$ cat config.mk
export PLATFORM = sky130hd
export DESIGN_NAME = asn1_der_tag_header_parser
export DESIGN_NICKNAME = d
export VERILOG_FILES = /design/src/hdl/asn1hdr_pkg.sv /design/src/hdl/asn1hdr_step.sv /design/src/hdl/asn1_der_tag_header_parser.sv
export SDC_FILE = /design/constraint.sdc
export NUM_CORES = 1
export LEC_CHECK = 0
export CAP_MARGIN = 20
export CELL_PAD_IN_SITES_DETAIL_PLACEMENT = 1
export CELL_PAD_IN_SITES_GLOBAL_PLACEMENT = 2
export CORE_MARGIN = 1.5
export CORE_UTILIZATION = 33
export DETAILED_ROUTE_END_ITERATION = 16
export DONT_BUFFER_PORTS = 1
export PLACE_DENSITY_LB_ADDON = 0.1
export SLEW_MARGIN = 10
export SYNTH_ARGS = -nofsm -noshare
export SYNTH_HDL_FRONTEND = slang
export SYNTH_SLANG_ARGS = --single-unit
$ cat constraint.sdc
create_clock -name clk_i -period 5.88 [get_ports clk_i]
set_input_delay 0.588 -clock clk_i [delete_from_list [all_inputs] [get_ports clk_i]]
set_output_delay 0.588 -clock clk_i [all_outputs]
set_load 0.03 [all_outputs]
$ cat src/hdl/asn1hdr_pkg.sv
// Shared types and constants for the DER tag/length header parser.
`default_nettype none
package asn1hdr_pkg;

  // Size limits of the identifier, length and INTEGER fields
  localparam int unsigned MAX_TAG_OCTETS    = 5;
  localparam int unsigned MAX_LENGTH_OCTETS = 4;
  localparam int unsigned MAX_INT_OCTETS    = 4;

  // Identifier octet values
  localparam logic [4:0] TAG_HIGH_FORM   = 5'h1F;
  localparam logic [31:0] TAG_INTEGER    = 32'd2;
  localparam logic [1:0] CLASS_UNIVERSAL = 2'd0;

  // Length octets that are never valid in DER
  localparam logic [7:0] LEN_INDEFINITE = 8'h80;
  localparam logic [7:0] LEN_RESERVED   = 8'hFF;

  // Result status codes
  localparam logic [2:0] ST_OK        = 3'd0;
  localparam logic [2:0] ST_TRUNCATED = 3'd1;
  localparam logic [2:0] ST_ENCODING  = 3'd2;
  localparam logic [2:0] ST_CLASS     = 3'd3;
  localparam logic [2:0] ST_TYPE      = 3'd4;

  // Parse phases, one-hot
  typedef enum logic [5:0] {
    PH_IDENT = 6'b000001,
    PH_TAG   = 6'b000010,
    PH_LEN0  = 6'b000100,
    PH_LENL  = 6'b001000,
    PH_BODY  = 6'b010000,
    PH_SKIP  = 6'b100000
  } phase_e;

  // One input transfer
  typedef struct packed {
    logic [7:0] data_byte;
    logic       last_byte;
  } in_t;

  // One header result
  typedef struct packed {
    logic [2:0]         status;
    logic [1:0]         tag_class;
    logic               is_constructed;
    logic [31:0]        tag_number;
    logic [31:0]        content_length;
    logic [3:0]         header_length;
    logic signed [31:0] int_value;
  } out_t;

  // Parser state carried from octet to octet
  typedef struct packed {
    phase_e      phase;
    logic [1:0]  class_bits;
    logic        constructed;
    logic [31:0] tag_acc;
    logic [2:0]  octet_cnt;
    logic [31:0] len_acc;
    logic [31:0] remaining;
    logic [3:0]  hdr_cnt;
    logic [31:0] int_acc;
  } state_t;

endpackage
`default_nettype wire

$ cat src/hdl/asn1hdr_step.sv
// Per-octet next-state and result logic of the DER header parser.
`default_nettype none
module asn1hdr_step (
  input  asn1hdr_pkg::state_t state_i,
  input  asn1hdr_pkg::in_t    in_i,
  input  logic                expect_integer_i,
  output asn1hdr_pkg::state_t state_o,
  output logic                res_valid_o,
  output asn1hdr_pkg::out_t   res_o
);
  import asn1hdr_pkg::*;

  logic [7:0]  b;
  logic        last;
  logic        do_fail;
  logic        do_finish;
  logic        do_start;
  logic [2:0]  fin_status;
  logic [31:0] fin_value;
  logic [2:0]  status;
  logic [31:0] value;
  state_t      nxt;

  assign b    = in_i.data_byte;
  assign last = in_i.last_byte;

  always_comb begin
    nxt        = state_i;
    do_fail    = 1'b0;
    do_finish  = 1'b0;
    do_start   = 1'b0;
    fin_status = ST_OK;
    fin_value  = '0;
    status     = ST_OK;
    value      = '0;

    // Phase-specific update
    unique case (state_i.phase)
      PH_TAG: begin
        nxt.hdr_cnt   = state_i.hdr_cnt + 4'd1;
        nxt.octet_cnt = state_i.octet_cnt + 3'd1;
        nxt.tag_acc   = {state_i.tag_acc[24:0], b[6:0]};
        if (b[7]) begin
          if (nxt.octet_cnt >= 3'(MAX_TAG_OCTETS)) begin
            do_fail = 1'b1;
          end else if (last) begin
            do_fail = 1'b1;
          end
        end else begin
          nxt.phase = PH_LEN0;
          if (last) do_fail = 1'b1;
        end
      end
      PH_LEN0: begin
        nxt.hdr_cnt = state_i.hdr_cnt + 4'd1;
        if (!b[7]) begin
          nxt.len_acc = {24'd0, b};
          do_start    = 1'b1;
        end else if (b == LEN_INDEFINITE || b == LEN_RESERVED) begin
          do_fail = 1'b1;
        end else if (b[6:0] > 7'(MAX_LENGTH_OCTETS)) begin
          do_fail = 1'b1;
        end else begin
          nxt.octet_cnt = b[2:0];
          nxt.phase     = PH_LENL;
          if (last) do_fail = 1'b1;
        end
      end
      PH_LENL: begin
        nxt.hdr_cnt = state_i.hdr_cnt + 4'd1;
        nxt.len_acc = {state_i.len_acc[23:0], b};
        if (state_i.octet_cnt != 3'd0) nxt.octet_cnt = state_i.octet_cnt - 3'd1;
        if (nxt.octet_cnt == 3'd0) begin
          do_start = 1'b1;
        end else if (last) begin
          do_fail = 1'b1;
        end
      end
      PH_BODY: begin
        if (state_i.remaining == state_i.len_acc) begin
          nxt.int_acc = {{24{b[7]}}, b};
        end else begin
          nxt.int_acc = {state_i.int_acc[23:0], b};
        end
        if (state_i.remaining != 32'd0) nxt.remaining = state_i.remaining - 32'd1;
        if (nxt.remaining == 32'd0) begin
          do_finish = 1'b1;
        end else if (last) begin
          do_fail = 1'b1;
        end
      end
      PH_SKIP: begin
        if (last) nxt.phase = PH_IDENT;
      end
      default: begin
        // Identifier octet; unused phase codes land here too
        nxt.class_bits  = b[7:6];
        nxt.constructed = b[5];
        nxt.tag_acc     = '0;
        nxt.len_acc     = '0;
        nxt.remaining   = '0;
        nxt.int_acc     = '0;
        nxt.octet_cnt   = '0;
        nxt.hdr_cnt     = 4'd1;
        if (b[4:0] != TAG_HIGH_FORM) begin
          nxt.tag_acc = {27'd0, b[4:0]};
          nxt.phase   = PH_LEN0;
        end else begin
          nxt.phase = PH_TAG;
        end
        if (last) do_fail = 1'b1;
      end
    endcase

    // Length complete: begin counting contents
    if (do_start) begin
      nxt.remaining = nxt.len_acc;
      if (nxt.len_acc == 32'd0) begin
        do_finish = 1'b1;
      end else begin
        nxt.phase = PH_BODY;
        if (last) do_fail = 1'b1;
      end
    end

    // Item complete: optional INTEGER checks
    if (expect_integer_i) begin
      if (nxt.constructed) begin
        fin_status = ST_ENCODING;
      end else if (nxt.class_bits != CLASS_UNIVERSAL) begin
        fin_status = ST_CLASS;
      end else if (nxt.tag_acc != TAG_INTEGER) begin
        fin_status = ST_TYPE;
      end else if (nxt.len_acc == 32'd0 || nxt.len_acc > 32'(MAX_INT_OCTETS)) begin
        fin_status = ST_TRUNCATED;
      end else begin
        fin_value = nxt.int_acc;
      end
    end

    if (do_fail) begin
      status = ST_TRUNCATED;
    end else if (do_finish) begin
      status = fin_status;
      value  = fin_value;
    end

    // Any result sends the parser back to an identifier, or to skip on an error not at last_byte
    if (do_fail || do_finish) begin
      if (status != ST_OK && !last) begin
        nxt.phase = PH_SKIP;
      end else begin
        nxt.phase = PH_IDENT;
      end
    end
  end

  assign state_o     = nxt;
  assign res_valid_o = do_fail | do_finish;

  always_comb begin
    res_o.status         = status;
    res_o.tag_class      = nxt.class_bits;
    res_o.is_constructed = nxt.constructed;
    res_o.tag_number     = nxt.tag_acc;
    res_o.content_length = nxt.len_acc;
    res_o.header_length  = nxt.hdr_cnt;
    res_o.int_value      = value;
  end

endmodule
`default_nettype wire

$ cat src/hdl/asn1_der_tag_header_parser.sv
// Top level of the ASN.1 DER tag/length header parser.
// Takes one octet of a DER buffer per transfer and returns one header result
// per item (class, constructed bit, tag number, length, header size and, when
// expect_integer is set, the sign-extended INTEGER value). The parser state and
// the result register are updated at the edge the octet is accepted, so octets
// stream at one per cycle while the input is not stalled, and a result appears
// on the output in the cycle after the octet that completes or breaks its item.
// Input is stalled only while a result is held and the output side stalls.
// After an error the parser drops octets up to and including the octet marked
// last_byte. expect_integer is written through cfg_we_i/cfg_wdata_i; the user
// must write it while no item is in progress; the block does not enforce this.
`default_nettype none
module asn1_der_tag_header_parser (
  input  logic              clk_i,
  input  logic              rst_ni,
  input  logic              in_valid_i,
  output logic              in_stall_o,
  input  asn1hdr_pkg::in_t  in_data_i,
  output logic              out_valid_o,
  input  logic              out_stall_i,
  output asn1hdr_pkg::out_t out_data_o,
  input  logic              cfg_we_i,
  input  logic              cfg_wdata_i
);
  import asn1hdr_pkg::*;

  state_t state_q, state_d;
  logic   expect_q;
  logic   out_valid_q;
  out_t   out_data_q;
  logic   res_valid;
  out_t   res;
  logic   in_xfer;

  // Hold input while a result waits on a stalled output
  assign in_stall_o = out_valid_q & out_stall_i;
  assign in_xfer    = in_valid_i & ~in_stall_o;

  asn1hdr_step u_step (
    .state_i          (state_q),
    .in_i             (in_data_i),
    .expect_integer_i (expect_q),
    .state_o          (state_d),
    .res_valid_o      (res_valid),
    .res_o            (res)
  );

  // Configuration register
  always_ff @(posedge clk_i or negedge rst_ni) begin
    if (!rst_ni) begin
      expect_q <= 1'b0;
    end else if (cfg_we_i) begin
      expect_q <= cfg_wdata_i;
    end
  end

  // Parser state
  always_ff @(posedge clk_i or negedge rst_ni) begin
    if (!rst_ni) begin
      state_q <= '{phase: PH_IDENT, default: '0};
    end else if (in_xfer) begin
      state_q <= state_d;
    end
  end

  // Result register
  always_ff @(posedge clk_i or negedge rst_ni) begin
    if (!rst_ni) begin
      out_valid_q <= 1'b0;
    end else if (in_xfer && res_valid) begin
      out_valid_q <= 1'b1;
    end else if (!out_stall_i) begin
      out_valid_q <= 1'b0;
    end
  end

  always_ff @(posedge clk_i) begin
    if (in_xfer && res_valid) begin
      out_data_q <= res;
    end
  end

  assign out_valid_o = out_valid_q;
  assign out_data_o  = out_data_q;

endmodule
`default_nettype wire

==> flow_summary.json, run 1 <==
{
  "synth_xor_area_share_pct": 2.79,
  "ios": 123,
  "tightest_slew_ns": 1.10,
  "htreeDepth": 1,
  "drt_wl_total_um": 45200,
  "grt_pass1_vias": 10500,
  "muxShareOfSynthArea_pct": 0.486,
  "ys_async_sr_fraction_pct": 57.9,
  "synth_top_family_by_area": "compound AO/OA/AOI/OAI gates",
  "p_leak_nw": 6.00,
  "path_clk_slew_ns": 0.06,
  "drt_iter0_markers": 732,
  "arrival_ns": 5.35,
  "clk_path_buf_depth": 3,
  "powerDensity_nw_per_um2": 379,
  "n_antenna_cell": 0,
  "initial_core_util_pct": 33.4,
  "maxSlewViolCount": 0,
  "cts.sinks": 252,
  "crit_path_end": "out_data_o[89]$_DFFE_PP_",
  "ys_seq_elements": 252,
  "yosysWarningCount": 0,
  "fmax_ghz": 0.195,
  "grtUsageTotal_pct": 22.3,
  "hold_path.class": "in2async",
  "die_w_um": 200,
  "slew_headroom_pct": 26.5,
  "cts_buffers": 29,
  "fin_tns_setup_ns": 0,
  "place_hpwl_um": 30600,
  "rrSetupSlack_ns": 0.75,
  "vias_per_cell": 5.71,
  "startpoint": "state_q[36]$_DFFE_PN0P_",
  "yosysUniqueCellTypes": 71,
  "drtPass1Iterations": 5,
  "min_period_ns": 5.13,
  "critPathRequiredTime_ns": 6.10,
  "final-hold-violation-count": 0,
  "cp_max_fo": 33,
  "cap_violations": 0,
  "postRouteAntennaNets": 0,
  "nFillCells": 4387,
  "synth_compound_area_share_pct": 20.0,
  "clock_skew_ns": 0.0172,
  "setup_viol": 0,
  "grt_pass1_wl_um": 69300,
  "clock_latency_ns": 0.56,
  "reg2reg_from": "state_q[36]$_DFFE_PN0P_",
  "synthCells": 1338,
  "antenna_found_initial": 0,
  "start_kind": "register",
  "synth_edf_count": 106,
  "total_power_w": 0.00540,
  "place.gp.congestion": 0.878,
  "vias": 10400,
  "seqCellArea_um2": 6840,
  "status": "complete, no violations",
  "rsz0062_at_grt": "no",
  "port_buffers": 0,
  "cts_tree": "done",
  "seq_area_frac_synth_pct": 53.2,
  "vdd_drop_max_uv": 227,
  "synth-adder-area-share_pct": 0.486,
  "rows": 72,
  "grt_overflow_total": 0,
  "synth-simple-area-share_pct": 18.6,
  "nets": 1305,
  "post_drt_wl_per_cell_um": 24.8,
  "ys_dominant_reg_cell": "dfrtp_1",
  "grt_max_degree": 147,
  "cp-end-kind": "register",
  "avgSynthCellArea_um2": 9.61,
  "die_h_um": 200,
  "critical_path_class": "reg2reg",
  "route.detailed.drc": 0,
  "root_buffer": "clkbuf_16",
  "reg2reg_depth": 12,
  "layout-drive-gt1-share_pct": 7.26,
  "r2r_end": "out_data_o[89]$_DFFE_PP_",
  "syn_nets": 1358,
  "finalCritPeriodShare_pct": 87.3,
  "synth.cell_area_um2": 12900,
  "multi_input_area_um2": 5500,
  "die-area_um2": 40200,
  "core-area_um2": 38600,
  "syn_to_final_growth_pct": 11.0
}
## worst max-delay path, stage by stage (launching register included)
cell	delay (ns)
dfrtp_1	0.49
inv_1	0.11
ha_1	0.34
nor4b_4	0.43
nand4_1	0.34
a211oi_1	0.50
nor2_1	0.13
or4b_4	0.51
nor4_4	0.36
and3_2	0.31
o32a_1	0.32
and2_4	0.45
buf_4	0.45
## cell families (layout without fill, tap and decap cells)
kind of cell | count (synthesis) | after routing
fa+ha+maj | 5 | 5
xor+xnor | 41 | 41
mux | 6 | 6
compound gates | 400 | 400
simple gates | 492 | 492
flops | 252 | 252
buf+inv | 142 | 112
## synth_stat cells (5+ instances only)
master	number	area share [%]
nand4_1	12	0.58
nand3_1	12	0.47
clkbuf_1	91	2.7
nor4_1	39	1.9
nand2_1	239	7.0
nor2_1	87	2.5
edfxtp_1	106	25
a31oi_1	36	1.8
a21oi_1	73	2.8
and3_1	13	0.63
nor2b_1	8	0.39
a211oi_1	7	0.41
o22ai_1	16	0.78
or4_1	7	0.41
buf_2	5	0.19
inv_1	38	1.1
a32oi_1	6	0.41
or3_1	10	0.49
o41ai_1	6	0.41
o21ai_0	126	4.9
xor2_1	38	2.6
dfrtp_1	145	28
nor3_1	23	0.90
ha_1	5	0.49
a22oi_1	24	1.4
and2_1	5	0.24
a22o_1	64	4.4
## cell type report
class,instances,area share [%]
sequential,252,47.9
clock inverter,17,1.31
tap,518,4.54
timing repair buffer,20,1.28
multi-input combinational,944,38.5
inverter,38,0.999
clock buffer,37,5.43
## cells in the final DEF, fill, tap and decap left out, types with 5 or more instances in the layout
| cell | count |
|---|---|
| clkinv_1 | 5 |
| or4_1 | 7 |
| xor2_1 | 38 |
| or3_1 | 10 |
| clkbuf_16 | 29 |
| nand3_1 | 12 |
| nand2_1 | 237 |
| a32oi_1 | 6 |
| o21ai_0 | 125 |
| nor3_1 | 23 |
| a31oi_1 | 35 |
| clkbuf_1 | 6 |
| ha_1 | 5 |
| nor2b_1 | 8 |
| nand4_1 | 12 |
| o41ai_1 | 6 |
| o22ai_1 | 16 |
| a22oi_1 | 24 |
| a21oi_1 | 73 |
| a211oi_1 | 6 |
| inv_1 | 38 |
| nor4_1 | 39 |
| a22o_1 | 64 |
| nor2_1 | 87 |
| dfrtp_1 | 145 |
| edfxtp_1 | 106 |
| and3_1 | 13 |
| clkinv_2 | 5 |
| buf_4 | 18 |
## sequential cells by signal, summed over array words and instances, names as in the netlist
name / cells
expect_q: 1
out_data_o: 106
out_valid_o: 1
state_q: 144
## timing repair
item | in CTS | in global routing
endpoints found under the hold margin | 146 | 0
gates resized for setup | 0 | 0
hold buffers | 1 | 0
setup buffers | 0 | 0
## how the worst min path moves through the flow
stage | endpoint | slack (ns)
detailed placement | state_q[19]$_DFFE_PN0P_ | 0.30
floorplan | expect_q$_DFFE_PN0P_ | 0.29
global placement | state_q[16]$_DFFE_PN0P_ | 0.30
global route | state_q[30]$_DFFE_PN0P_ | 0.13
CTS | state_q[53]$_DFFE_PN0P_ | 0.09
finish | state_q[30]$_DFFE_PN0P_ | 0.03
## metal layers
| metal | vias to the layer above | track usage [%] | share of wire (%) |
|---|---|---|---|
| met3 | 64 | 2.80 | 4.0 |
| li1 | 4791 | - | - |
| met1 | 5327 | 31.9 | 47 |
| met2 | 240 | 35.3 | 46 |
| met4 | 0 | 6.85 | 2.6 |
| met5 | - | 0 | 0 |
## where the power goes
| part | internal (W) | switching (W) |
|---|---|---|
| Clock | 0.00110 | 0.000747 |
| Sequential | 0.00203 | 0.000323 |
| Combinational | 0.000317 | 0.000882 |
## stage by stage
step | utilization (%) | cells | setup slack, ns | hold slack [ns] | area [um2]
floorplan | - | 1338 | 0.828 | 0.292 | 12900
global placement | 34.5 | 1771 | 0.969 | 0.300 | 13300
detailed placement | 34.5 | 1771 | 0.800 | 0.302 | 13300
CTS | 37.0 | 1826 | 0.786 | 0.0939 | 14300
global route | 37.0 | 1826 | 0.355 | 0.127 | 14300
finish | 37.0 | 1826 | 0.745 | 0.0322 | 14300
Note: power is estimated with default switching activity, not from simulation.
==> run 2, diff against run 1 <==
Clock period 5.88 ns to 4.9 ns, I/O delays scaled along.
==> run 2 against run 1 <==
Net effect: register-to-register slack worse by 0.38 ns; sequential power is 20% higher; global-route usage is 0.19 points higher; die area stayed put; largest cell class unchanged; critical endpoint is now out_data_o[68]$_DFFE_PP_; sequential share of layout area is 0.46 points lower; maximum frequency is 13% higher.
==> flow_summary.json, run 2 (synthesis results as in run 1) <==
{
  "slew_headroom_pct": 32.0,
  "crit_slowest_cell": "or4b_4",
  "core-area_um2": 38600,
  "powerDensity_nw_per_um2": 454,
  "largest_register": "state_q",
  "fin_tns_setup_ns": 0,
  "cp_slowest_stage_delay_ns": 0.52,
  "critical_path_class": "reg2reg",
  "drt_wl_total_um": 45400,
  "drt_iter0_markers": 688,
  "min_period_ns": 4.53,
  "grtUsageMet3_pct": 2.98,
  "clk_path_buf_depth": 3,
  "cts_buffers": 30,
  "layout-drive-gt1-share_pct": 8.07,
  "path_buf_inv": 2,
  "rows": 72,
  "path_clk_slew_ns": 0.06,
  "arrival_ns": 4.76,
  "htreeDepth": 1,
  "startpoint": "state_q[36]$_DFFE_PN0P_",
  "fmax_ghz": 0.221,
  "clock_skew_ns": 0.0153,
  "rsz0062_at_grt": "no",
  "vias_per_cell": 5.64,
  "cts.sinks": 252,
  "grt_pass1_wl_um": 70000,
  "p_leak_nw": 6.08,
  "multi_input_area_um2": 5490,
  "min_from": "in_valid_i",
  "n_antenna_cell": 0,
  "clock_latency_ns": 0.57,
  "root_buffer": "clkbuf_16",
  "die-area_um2": 40200,
  "reg2reg_from": "state_q[36]$_DFFE_PN0P_",
  "place.gp.congestion": 0.886,
  "largest_reg_flops": 144,
  "antenna_found_initial": 0,
  "globalRouteMet1Util_pct": 32.4,
  "route.detailed.drc": 0,
  "fin_cells": 1844,
  "grt_overflow_total": 0,
  "hold_path.class": "in2reg",
  "grt_max_degree": 147,
  "start_kind": "register",
  "vias": 10400,
  "drtPass1Iterations": 5,
  "tightest_slew_ns": 1.02,
  "cp-end-kind": "register",
  "initial_core_util_pct": 33.4,
  "die_h_um": 200,
  "nets": 1322,
  "place_hpwl_um": 30900,
  "port_buffers": 0,
  "post_drt_wl_per_cell_um": 24.6,
  "critPathRequiredTime_ns": 5.13,
  "grt_use_met2_pct": 35.4,
  "cp_max_fo": 57,
  "status": "complete, no violations",
  "busiest_layer": "met2",
  "final-hold-violation-count": 0,
  "post-cts-setup-buffers": 0,
  "final_common_cell": "nand2_1",
  "ios": 123,
  "maxSlewViolCount": 0,
  "placed_cells": 1785,
  "die_w_um": 200,
  "cts_tree": "done",
  "cpLargestDelayFamily": "simple AND/OR/NAND/NOR gates",
  "syn_to_final_growth_pct": 12.1,
  "nFillCells": 4410,
  "mostFrequentLayoutCells": "237 x nand2_1, 145 x dfrtp_1, 125 x o21ai_0",
  "vdd_drop_max_uv": 243,
  "grt_pass1_vias": 10600,
  "seqCellArea_um2": 6840,
  "setup_viol": 0,
  "cap_violations": 0,
  "grtUsageTotal_pct": 22.5,
  "crit_chain": "inv_1, ha_1, nor4b_4, nand4_1, a211oi_1, nor2_1, or4b_4, nor4_4, and3_2, o32a_1, and2_4, buf_12",
  "finalCritPeriodShare_pct": 92.5,
  "postRouteAntennaNets": 0
}
-- run 2: cell types whose count changed in the layout (fill, tap and decap cells not counted), moves of 2 or more --
cell           delta
buf_4            +13
clkbuf_1          +5
clkbuf_16         +2
clkinv_1          -2
clkinv_2          -2
clkinvlp_4        +2
dlygate4sd3_1     +2
-- run 2: through the flow --
step | power [W] | util, % | hold slack [ns] | setup slack (ns) | area, um2
after floorplan | 0.00376 | - | 0.194 | 0.397 | 12900
after global placement | 0.00432 | 34.7 | 0.203 | 0.569 | 13400
after detailed placement | 0.00433 | 34.7 | 0.202 | 0.416 | 13400
after CTS | 0.00664 | 37.4 | 0.0235 | 0.369 | 14400
after global routing | 0.00689 | 37.4 | 0.0278 | 0.0717 | 14400
final | 0.00655 | 37.4 | 0.0519 | 0.370 | 14400
-- run 2: worst paths after layout --
| kind | end | slack, ns | depth (start not counted) |
|---|---|---|---|
| setup / recovery | out_data_o[68]$_DFFE_PP_ | 0.37 | 12 |
| hold / removal | out_valid_o$_DFFE_PN0P_ | 0.05 | 1 |
| setup reg to reg | out_data_o[68]$_DFFE_PP_ | 0.37 | 12 |
| hold reg to reg | state_q[26]$_DFFE_PN0P_ | 0.48 | 2 |
| max in group asynchronous | state_q[92]$_DFFE_PN0P_ | 3.61 | 2 |
| min in group asynchronous | state_q[19]$_DFFE_PN0P_ | 0.54 | 2 |
-- run 2: routing by layer --
metal	up-vias	wire length, um
met4	0	1200
met1	5295	21600
met2	213	20900
li1	4830	-
met5	-	0
met3	58	1700
-- run 2: final cells by class --
cell class	instances	area share, %
Clock buffer	43	5.76
Clock inverter	13	1.02
Inverter	38	0.990
Multi-Input combinational cell	944	38.1
Sequential cell	252	47.4
Tap cell	518	4.50
Timing Repair Buffer	36	2.22
-- run 2: report_power, final --
part | switching (W) | internal (W) | total, W
registers | 0.000391 | 0.00244 | 0.00283
clock network | 0.000902 | 0.00133 | 0.00223
logic | 0.00107 | 0.000421 | 0.00149
-- run 2: what timing repair did --
item	in CTS	in global routing
resized for setup	0	0
hold buffers	3	0
endpoints found under the hold margin	147	0
==> run 3, diff against run 2 <==
Settings changed: BUFFER_PORTS_ARGS from default to -buffer_cell sky130_fd_sc_hd__buf_4, DONT_BUFFER_PORTS 1 to default.
==> run 3 against run 2 <==
Net effect: design area is 6.6% higher; largest power group unchanged; count of clock-buffer cells in the layout decreased by 2; die area stayed put; register-to-register slack lost 0.13 ns; flip-flop and latch count unchanged; clock skew is 0.0034 ns higher; total power is 4.2% higher; highest routed layer unchanged; critical path type unchanged; maximum frequency shrank 2.9%; sequential share of layout area is 2.9 points lower; sequential power decreased by 8.8%; critical path depth stayed put.
==> flow_summary.json, run 3 (synthesis results as in run 1) <==
{
  "status": "complete, no violations",
  "die_h_um": 200,
  "reg2reg_depth": 12,
  "ios": 123,
  "largest_register": "state_q",
  "fmax_ghz": 0.214,
  "r2r_end": "out_data_o[46]$_DFFE_PP_",
  "drt_wl_total_um": 45400,
  "cp_max_fo": 58,
  "arrival_ns": 4.90,
  "nets": 1439,
  "die_w_um": 200,
  "critical_path_class": "reg2reg",
  "placed_cells": 1904,
  "fin_cells": 1961,
  "vdd_drop_max_uv": 271,
  "min_from": "cfg_wdata_i",
  "largest_reg_flops": 144,
  "drtPass1Iterations": 6,
  "hold_ws_ns": 0.161,
  "setup_viol": 0,
  "cts.sinks": 252,
  "slew_headroom_pct": 30.1,
  "vias": 10900,
  "finalCritPeriodShare_pct": 95.2,
  "antenna_found_initial": 0,
  "die-area_um2": 40200,
  "core-area_um2": 38600,
  "tightest_slew_ns": 1.04,
  "syn_to_final_growth_pct": 19.5,
  "route.detailed.drc": 0,
  "powerDensity_nw_per_um2": 444,
  "p_leak_nw": 6.70,
  "maxSlewViolCount": 0,
  "hold_path.class": "in2reg",
  "cap_violations": 0,
  "startpoint": "state_q[37]$_DFFE_PN0P_",
  "post_drt_wl_per_cell_um": 23.2,
  "grt_overflow_total": 0,
  "cts_buffers": 30,
  "layout-drive-gt1-share_pct": 16.1,
  "clk_path_buf_depth": 3,
  "rsz0062_at_grt": "no",
  "reg2reg_from": "state_q[37]$_DFFE_PN0P_",
  "place.gp.congestion": 0.856,
  "path_clk_slew_ns": 0.06,
  "critPathRequiredTime_ns": 5.14,
  "grtUsageTotal_pct": 22.5,
  "multi_input_area_um2": 5510,
  "postRouteAntennaNets": 0,
  "post-cts-setup-buffers": 0,
  "cp-end-kind": "register",
  "grt_max_degree": 85,
  "fin_tns_setup_ns": 0,
  "cts_tree": "done",
  "grt_pass1_wl_um": 70400,
  "seqCellArea_um2": 6840,
  "nFillCells": 4374,
  "rrSetupSlack_ns": 0.24,
  "grt_pass1_vias": 11200,
  "min_path_cells": 2,
  "port_buffers": 122,
  "min_period_ns": 4.66,
  "root_buffer": "clkbuf_16",
  "clock_skew_ns": 0.0187,
  "worstHoldEndpoint": "expect_q$_DFFE_PN0P_",
  "final-hold-violation-count": 0,
  "rows": 72,
  "final_common_cell": "nand2_1",
  "place_hpwl_um": 31300,
  "mostFrequentLayoutCells": "237 x nand2_1, 148 x buf_4, 145 x dfrtp_1",
  "start_kind": "register",
  "htreeDepth": 1,
  "drt_iter0_markers": 649,
  "clock_latency_ns": 0.58,
  "vias_per_cell": 5.56,
  "n_antenna_cell": 0,
  "initial_core_util_pct": 33.4
}
-- run 3: what timing repair did --
item | 4_1_cts | 5_1_grt
setup endpoints to repair | 0 | 58
hold buffers | 1 | 0
resized for setup | 0 | 2
hold endpoints to repair | 53 | 0
-- run 3: final cells by class --
class | instances | share of cell area, %
flip-flops and latches | 252 | 44.5
multi-input cells | 944 | 35.9
repair buffers | 153 | 7.76
clock buffers | 41 | 5.41
well taps | 518 | 4.22
clock inverters | 15 | 1.31
inverters | 38 | 0.928
-- run 3: worst max path at each step --
stage                     depth (start not counted)                           to  slack (ns)
final                                            12     out_data_o[46]$_DFFE_PP_        0.24
after global routing                             12     out_data_o[46]$_DFFE_PP_        0.02
after CTS                                        12     out_data_o[46]$_DFFE_PP_        0.26
after detailed placement                         12     out_data_o[61]$_DFFE_PP_        0.28
after global placement                           12     out_data_o[61]$_DFFE_PP_        0.42
after floorplan                                  13  out_data_o[0]$_SDFFCE_PP0P_        0.40
-- run 3: stage by stage --
stage / area (um2) / total power [W] / util (%) / setup slack (ns)
finish: 15400 / 0.00682 / 39.9 / 0.236
global route: 15400 / 0.00715 / 39.9 / 0.0179
CTS: 15400 / 0.00689 / 39.8 / 0.256
detailed placement: 14300 / 0.00452 / 37.1 / 0.280
global placement: 14300 / 0.00450 / 37.1 / 0.424
floorplan: 12900 / 0.00376 / - / 0.397
-- run 3: critical path, cell delays in order (launching register included) --
cell and delay [ns]:
dfrtp_1 0.47, inv_1 0.09, ha_1 0.36, nor4b_4 0.44
nand3_2 0.21, or3_1 0.37, a211o_1 0.32, or4b_4 0.55
nor4_4 0.33, and3_2 0.30, o32a_1 0.31, and2_4 0.23
buf_12 0.30
-- run 3: per-layer routing --
layer / wire length (um) / up-vias / part of all wire (%) / GRT usage [%]
met1: 21100 / 5537 / 46 / 31.3
met5: 0 / - / 0 / 0
met4: 1240 / 0 / 2.7 / 6.71
met2: 21300 / 212 / 47 / 36.6
met3: 1840 / 72 / 4.1 / 3.11
li1: - / 5074 / - / -
-- run 3: where the power goes --
part	internal [W]	total, W	switching (W)
Clock	0.00141	0.00234	0.000934
Sequential	0.00243	0.00258	0.000152
Combinational	0.000553	0.00191	0.00135
